**src/rtl/afr_pkg.sv**
```systemverilog
// shared types, codes and constants for the addressed frame receiver
package afr_pkg;

  localparam int FRAME_LEN = 15;
  localparam int CFG_DATA_W = 16;

  localparam logic [7:0] START_BYTE = 8'h3a;
  localparam logic [7:0] END_BYTE = 8'h0a;

  localparam logic [7:0] DEVICE_ADDRESS_RESET = 8'd1;
  localparam logic [15:0] TICK_PRESCALE_LIMIT_RESET = 16'd3000;
  localparam logic [7:0] STALL_LIMIT_RESET = 8'd10;

  typedef enum logic [1:0] {
    CFG_DEVICE_ADDRESS = 2'd0,
    CFG_TICK_PRESCALE_LIMIT = 2'd1,
    CFG_STALL_LIMIT = 2'd2
  } afr_cfg_index_t;

  typedef enum logic [1:0] {
    OP_BYTE = 2'd0,
    OP_TICK = 2'd1,
    OP_CLEAR = 2'd2,
    OP_READ = 2'd3
  } afr_opcode_t;

  typedef enum logic [1:0] {
    PH_IDLE = 2'd0,
    PH_ARMED = 2'd1,
    PH_CAPTURE = 2'd2
  } afr_phase_t;

  typedef struct packed {
    logic [1:0] opcode;
    logic [7:0] rx_byte;
    logic [3:0] read_index;
  } afr_item_t;

  typedef struct packed {
    logic frame_ready;
    logic check_pass;
    logic [7:0] read_data;
    logic receiving;
  } afr_result_t;

  typedef struct packed {
    logic [7:0] device_address;
    logic [15:0] tick_prescale_limit;
    logic [7:0] stall_limit;
  } afr_cfg_t;

endpackage

```
**src/rtl/afr_cfg.sv**
```systemverilog
// configuration registers of the addressed frame receiver
module afr_cfg import afr_pkg::*; (
  input  logic                  clk,
  input  logic                  rst,
  input  logic                  cfg_we,
  input  logic [1:0]            cfg_index,
  input  logic [CFG_DATA_W-1:0] cfg_data,
  output afr_cfg_t              cfg
);

  always_ff @(posedge clk) begin
    if (rst) begin
      cfg.device_address <= DEVICE_ADDRESS_RESET;
      cfg.tick_prescale_limit <= TICK_PRESCALE_LIMIT_RESET;
      cfg.stall_limit <= STALL_LIMIT_RESET;
    end else if (cfg_we) begin
      case (cfg_index)
        CFG_DEVICE_ADDRESS: cfg.device_address <= cfg_data[7:0];
        CFG_TICK_PRESCALE_LIMIT: cfg.tick_prescale_limit <= cfg_data[15:0];
        CFG_STALL_LIMIT: cfg.stall_limit <= cfg_data[7:0];
        default: ;
      endcase
    end
  end

endmodule

```
**src/rtl/afr_frame.sv**
```systemverilog
// receive state, frame buffer, stall timeout and result logic
module afr_frame import afr_pkg::*; (
  input  logic        clk,
  input  logic        rst,
  input  logic        go,
  input  afr_item_t   item,
  input  afr_cfg_t    cfg,
  output afr_result_t result
);

  afr_phase_t rx_phase, rx_phase_next;
  logic [3:0] write_index, write_index_next;
  logic [7:0] frame_store [FRAME_LEN];
  logic [7:0] frame_store_next [FRAME_LEN];
  logic ready_flag, ready_flag_next;
  logic [15:0] tick_counter, tick_counter_next;
  logic [7:0] stall_counter, stall_counter_next;

  afr_phase_t byte_phase;
  logic [7:0] sum_a, sum_b, read_byte;

  always_comb begin
    rx_phase_next = rx_phase;
    write_index_next = write_index;
    frame_store_next = frame_store;
    ready_flag_next = ready_flag;
    tick_counter_next = tick_counter;
    stall_counter_next = stall_counter;
    byte_phase = rx_phase;
    case (item.opcode)
      OP_BYTE: begin
        if (item.rx_byte == START_BYTE) begin
          byte_phase = PH_ARMED;
        end else if (item.rx_byte == cfg.device_address && rx_phase == PH_ARMED) begin
          byte_phase = PH_CAPTURE;
        end
        rx_phase_next = byte_phase;
        if (byte_phase == PH_CAPTURE) begin
          if (write_index < 4'(FRAME_LEN)) begin
            frame_store_next[write_index] = item.rx_byte;
          end
          write_index_next = write_index + 4'd1;
          if (write_index_next >= 4'(FRAME_LEN)) begin
            rx_phase_next = PH_IDLE;
            write_index_next = '0;
            if (item.rx_byte == END_BYTE) begin
              ready_flag_next = 1'b1;
            end
          end
        end
      end
      OP_TICK: begin
        if (tick_counter < cfg.tick_prescale_limit) begin
          tick_counter_next = tick_counter + 16'd1;
        end else begin
          tick_counter_next = '0;
          if (rx_phase != PH_IDLE) begin
            if (stall_counter < cfg.stall_limit) begin
              stall_counter_next = stall_counter + 8'd1;
            end else begin
              stall_counter_next = '0;
              rx_phase_next = PH_IDLE;
              write_index_next = '0;
            end
          end
        end
      end
      OP_CLEAR: ready_flag_next = 1'b0;
      default: ;
    endcase
  end

  // check sums over the buffer as it stands after this item
  always_comb begin
    sum_a = frame_store_next[0] + frame_store_next[1];
    sum_b = ((frame_store_next[2] + frame_store_next[3])
           + (frame_store_next[4] + frame_store_next[5]))
          + ((frame_store_next[6] + frame_store_next[7])
           + (frame_store_next[8] + frame_store_next[9]))
          + frame_store_next[10];
  end

  always_comb begin
    read_byte = '0;
    if (item.opcode == OP_READ && item.read_index < 4'(FRAME_LEN)) begin
      read_byte = frame_store[item.read_index];
    end
  end

  always_comb begin
    result.frame_ready = ready_flag_next;
    result.check_pass = (sum_a == frame_store_next[12]) && (sum_b == frame_store_next[13]);
    result.read_data = read_byte;
    result.receiving = (rx_phase_next != PH_IDLE);
  end

  always_ff @(posedge clk) begin
    if (rst) begin
      rx_phase <= PH_IDLE;
      write_index <= '0;
      ready_flag <= 1'b0;
      tick_counter <= '0;
      stall_counter <= '0;
      for (int i = 0; i < FRAME_LEN; i++) begin
        frame_store[i] <= '0;
      end
    end else if (go) begin
      rx_phase <= rx_phase_next;
      write_index <= write_index_next;
      ready_flag <= ready_flag_next;
      tick_counter <= tick_counter_next;
      stall_counter <= stall_counter_next;
      frame_store <= frame_store_next;
    end
  end

endmodule

```
**src/rtl/addressed_frame_receiver.sv**
```systemverilog
// top level of the addressed frame receiver
//
//  channel  valid         stall         payload
//  item     item_valid    item_stall    item   (opcode, rx_byte, read_index)
//  result   result_valid  result_stall  result (frame_ready, check_pass,
//                                               read_data, receiving)
//
// an accepted item goes into the input register, then through one pass of the
// frame logic into the result register
// one item per cycle sustained while the result side does not stall; the frame
// logic updates its state as the item moves into the result register
// synchronous reset clears the receive state, buffer and counters and sets the config to its reset values
// a held result stalls the input register, which then stalls the item side
module addressed_frame_receiver import afr_pkg::*; (
  input  logic                  clk,
  input  logic                  rst,
  input  logic                  item_valid,
  output logic                  item_stall,
  input  afr_item_t             item,
  output logic                  result_valid,
  input  logic                  result_stall,
  output afr_result_t           result,
  input  logic                  cfg_we,
  input  logic [1:0]            cfg_index,
  input  logic [CFG_DATA_W-1:0] cfg_data
);

  afr_cfg_t cfg;
  afr_item_t stage_item;
  logic stage_valid;
  logic advance;
  afr_result_t frame_result;

  assign advance = stage_valid && (!result_valid || !result_stall);
  assign item_stall = stage_valid && !advance;

  afr_cfg u_cfg (
    .clk       (clk),
    .rst       (rst),
    .cfg_we    (cfg_we),
    .cfg_index (cfg_index),
    .cfg_data  (cfg_data),
    .cfg       (cfg)
  );

  afr_frame u_frame (
    .clk    (clk),
    .rst    (rst),
    .go     (advance),
    .item   (stage_item),
    .cfg    (cfg),
    .result (frame_result)
  );

  always_ff @(posedge clk) begin
    if (rst) begin
      stage_valid <= 1'b0;
    end else if (item_valid && !item_stall) begin
      stage_valid <= 1'b1;
    end else if (advance) begin
      stage_valid <= 1'b0;
    end
  end

  always_ff @(posedge clk) begin
    if (item_valid && !item_stall) begin
      stage_item <= item;
    end
  end

  always_ff @(posedge clk) begin
    if (rst) begin
      result_valid <= 1'b0;
    end else if (advance) begin
      result_valid <= 1'b1;
    end else if (!result_stall) begin
      result_valid <= 1'b0;
    end
  end

  always_ff @(posedge clk) begin
    if (advance) begin
      result <= frame_result;
    end
  end

  a_held_result_stalls_input: assert property (@(posedge clk) disable iff (rst)
    (stage_valid && result_valid && result_stall) |-> item_stall)
    else $error("input register not stalled behind a held result");

  a_read_data_only_on_read: assert property (@(posedge clk) disable iff (rst)
    (advance && stage_item.opcode != OP_READ) |=> (result.read_data == 8'd0))
    else $error("read data set for an item that is not a read");

  a_clear_drops_ready: assert property (@(posedge clk) disable iff (rst)
    (advance && stage_item.opcode == OP_CLEAR) |=> (result_valid && !result.frame_ready))
    else $error("ready flag still set after a clear item");

endmodule

```
**config.mk**
```make
export PLATFORM = sky130hd
export DESIGN_NAME = addressed_frame_receiver
export DESIGN_NICKNAME = d
export VERILOG_FILES = /design/src/rtl/afr_pkg.sv /design/src/rtl/afr_cfg.sv /design/src/rtl/afr_frame.sv /design/src/rtl/addressed_frame_receiver.sv
export SDC_FILE = /design/constraint.sdc
export NUM_CORES = 1
export LEC_CHECK = 0
export BUFFER_PORTS_ARGS = -buffer_cell sky130_fd_sc_hd__buf_2
export CAP_MARGIN = 20
export CORE_ASPECT_RATIO = 0.9
export CORE_MARGIN = 5
export CORE_UTILIZATION = 56
export DETAILED_ROUTE_END_ITERATION = 10
export HOLD_SLACK_MARGIN = 0.1
export PLACE_DENSITY = 0.73
export SETUP_SLACK_MARGIN = 0.3
export SLEW_MARGIN = 20
export SYNTH_ARGS = -nofsm -noshare
export SYNTH_HDL_FRONTEND = slang
export SYNTH_HIERARCHICAL = 1
export SYNTH_SLANG_ARGS = --single-unit
```
**constraint.sdc**
```tcl
create_clock -name clk -period 7.1 [get_ports clk]
set_clock_uncertainty 0.05 [all_clocks]
set_input_delay 0 -clock clk [delete_from_list [all_inputs] [get_ports clk]]
set_output_delay 0 -clock clk [all_outputs]
set_load 0.01 [all_outputs]
```
==> metrics.md <==
| Metric | Value |
|---|---|
| Status | `complete, no violations` |
| Fin Setup TNS | `0 ps` |
| Later-pin clock latency in the skew report | `520 ps` |
| Total CTS buffers | `24` |
| Final setup fails | `0` |
| Top Usage Layer GRT | `met1` |
| Peak fanout along the critical path | `19` |
| Crit Path Category | `reg2reg` |
| Critical Path Sink Type | `register` |
| Total GRT Usage | `0.2432` |
| DR WL/cell | `between 15 and 20 um` |
| PwrDens | `about 210 mW/mm^2` |
| Worst Setup Start Kind | `register` |
| Synthesized instance count | `1,308` |
| Avg Cell Area, Syn | `9.758 um^2` |
| Initial antenna violation count | `0` |
| Fill count | `1,757` |
| Clock sinks | `210` |
| Hold EP | `stage_item[1]` |
| Initial Util | `0.5686` |
| Max frequency | `0.1553 GHz` |
| R2r endpoint | `result[9]` |
| Slew margin rel. | `0.2512` |
| Remaining antenna violation count | `0` |
| Most frequent cells in the layout | `dfxtp_1 (185), nor2_1 (155), mux2i_1 (132)` |
| Avg Vias per Cell | `5.863` |
| Met1 usage | `0.3630` |
| Layout cells sized above 1 | `0.1475` |
| Chip Width | `about 170 um` |
| DRC violations left | `0` |
| Ys async rst share | `0` |
| Predominant post-synthesis flop cell | `dfxtp_1` |
| Clk pin slew, worst setup/hold paths | `60 ps` |
| Final worst-path cycle share | `0.9071` |
| EDFF count, synth | `25` |
| Slew Viols, Final | `0` |
| PortBufs | `between 40 and 50` |
| Syn. warnings | `6` |
| # rows | `52` |
| H-tree levels | `1` |
| Grt total ovfl | `0` |
| Cell leakage power | `5.871 nW` |
| CTS tree | `done` |
| Reg-to-Reg Start | `stage_item[9]` |
| Min-delay src | `item[1]` |
| R2R Setup Slk | `660 ps` |
| Fin crit period | `6440 ps` |
| DRT Pass-1 Iters | `5` |
| Initial DRC count | `928` |
| GR Util met3 | `0.06069` |
| Worst Tran Pin Value | `between 1000 and 1500 ps` |
| Number of global-route vias before repair | `9,409` |
| R2R cell count | `22` |
| Core area | `0.02245 mm^2` |
| Mapped Area | `0.01276 mm^2` |
| Flops & latches, synth | `210` |
| First-pass GRT wire length | `51.35 mm` |
| CTS root buffer | `clkbuf_16` |
| Met2 GRT Util | `0.3533` |
| Net count, final | `around 1.5k` |
| Pwr Total | `3.074 mW` |
| Core Util, Final | `0.6482` |
| Most common cell after layout, fill and taps aside | `dfxtp_1` |
| WP data arrival | `roughly 6700 ps` |
| Vias | `9,849` |
| WL final | `32.31 mm` |
| Max_cap viols | `0` |
| Syn nets | `1,434` |
| Final Wtd Congestion | `0.8772` |
| VDD IR max | `around 0.2 mV` |
| Clock buffer depth | `3` |
| Register area share after synthesis | `0.3490` |
| Largest net degree at the start of global routing | `132` |
| CP required | `7400 ps` |
| Worst hold path stage count | `2` |
| Final hold violations | `0` |
| Die area | `0.02591 mm^2` |
| Dpl hpwl | `~21 mm` |
| Post-synth cell types | `63` |
| Die Y | `153.2 um` |
| RSZ-0062 raised after global routing | `no` |
| ANT cells | `0` |
| P&R area growth vs syn | `13.99%` |
| Class of the worst hold path | `in2reg` |
| I/O pins | `50` |
## sequential cells by signal, summed over array words and instances (netlist names), named ones only
register and count:
stage_valid 1, u_cfg/cfg 32, u_frame/tick_counter 16, result 11, result_valid 1, u_frame/frame_store 104, u_frame/rx_phase 2, u_frame/ready_flag 1
u_frame/write_index 4, u_frame/stall_counter 8, stage_item 14
## where the power goes
group          switching, mW  internal (mW)
registers             0.0283           1.24
logic                  0.312          0.252
clock network          0.495          0.750
total                  0.835           2.24
## stage by stage
stage | hold WS (ps) | worst slack, ps | std cells | cell area [um^2]
floorplan | 12.44 | 901.2 | 1308 | 12760
global placement | 126.2 | 676.5 | 1588 | 13190
detailed placement | 128.1 | 511.9 | 1588 | 13190
CTS | 118.8 | 504.7 | 1675 | 14400
global route | 135.4 | 336.8 | 1680 | 14550
finish | 130.6 | 659.6 | 1680 | 14550
## cells in the mapped netlist (29+ instances only)
library cell    n  share of area
mux2i_1       139           0.11
nand2_1        74          0.022
a21oi_1        66          0.026
ha_1           43          0.042
o21ai_0        29          0.011
dfxtp_1       185           0.29
mux4_2         32          0.056
fa_1           46          0.072
a211oi_1       48          0.028
mux2_2         30          0.026
xor2_1         29          0.020
inv_1          64          0.019
clkbuf_1       64          0.019
xnor2_1        41          0.028
nor2_1        155          0.046
nand3_1        39          0.015
nand2b_1       44          0.022
## logic make-up after synthesis
| kind of cell | after synthesis | synth area share |
|---|---|---|
| AND/OR/NAND/NOR | 391 | 0.1494 |
| buffers and inverters | 156 | 0.05097 |
| XOR/XNOR | 71 | 0.04980 |
| adder cells (fa/ha/maj) | 89 | 0.1143 |
| AO/OA/AOI/OAI | 190 | 0.09460 |
| multiplexers | 201 | 0.1919 |
| flip-flops | 210 | 0.3490 |
## per-layer routing
layer	routed length (um)	vias to the layer above
li1	-	4690
met1	14770	4730
met2	14090	363
met3	2649	66
met4	804	0
met5	0	-
## cell type report
cell class | instances | area (um^2) | share of cell area
multi-input cells | 942 | 7767 | 0.5339
clock inverters | 5 | 72.57 | 0.004988
flip-flops and latches | 210 | 4454 | 0.3062
inverters | 65 | 244.0 | 0.01677
well taps | 297 | 371.6 | 0.02554
repair buffers | 122 | 930.9 | 0.06398
clock buffers | 39 | 708.2 | 0.04868
## worst max-delay path by stage
stage                  start         to  slack (ps)  cells after the start
2_1_floorplan  stage_item[7]  result[9]         900                     23
3_3_place_gp   stage_item[9]  result[9]         680                     22
3_5_place_dp   stage_item[9]  result[9]         510                     22
4_1_cts        stage_item[9]  result[9]         500                     22
5_1_grt        stage_item[5]  result[9]         340                     22
6_report       stage_item[9]  result[9]         660                     22
## repair_timing
item                       in CTS  in global routing
resized for setup               0                 21
setup buffers                   0                  5
hold buffers                   43                  0
hold endpoints to repair       93                  0
setup endpoints to repair       0                  1
## worst max-delay path: stages, from the launching register on
cell and delay (ps):
edfxtp_1 380, buf_6 210, nand2_1 70, or4_4 510, and2_4 170, nand4_1 230, buf_6 220, mux2i_1 290
fa_1 490, fa_1 490, fa_1 520, fa_1 550, inv_1 70, ha_1 290, a21o_1 180, a21oi_1 260
o21bai_1 120, a21oi_1 200, xnor2_1 150, xnor2_1 150, xnor2_1 140, xnor3_1 250, nor4_2 260
Note: power is estimated with default switching activity, not from simulation.
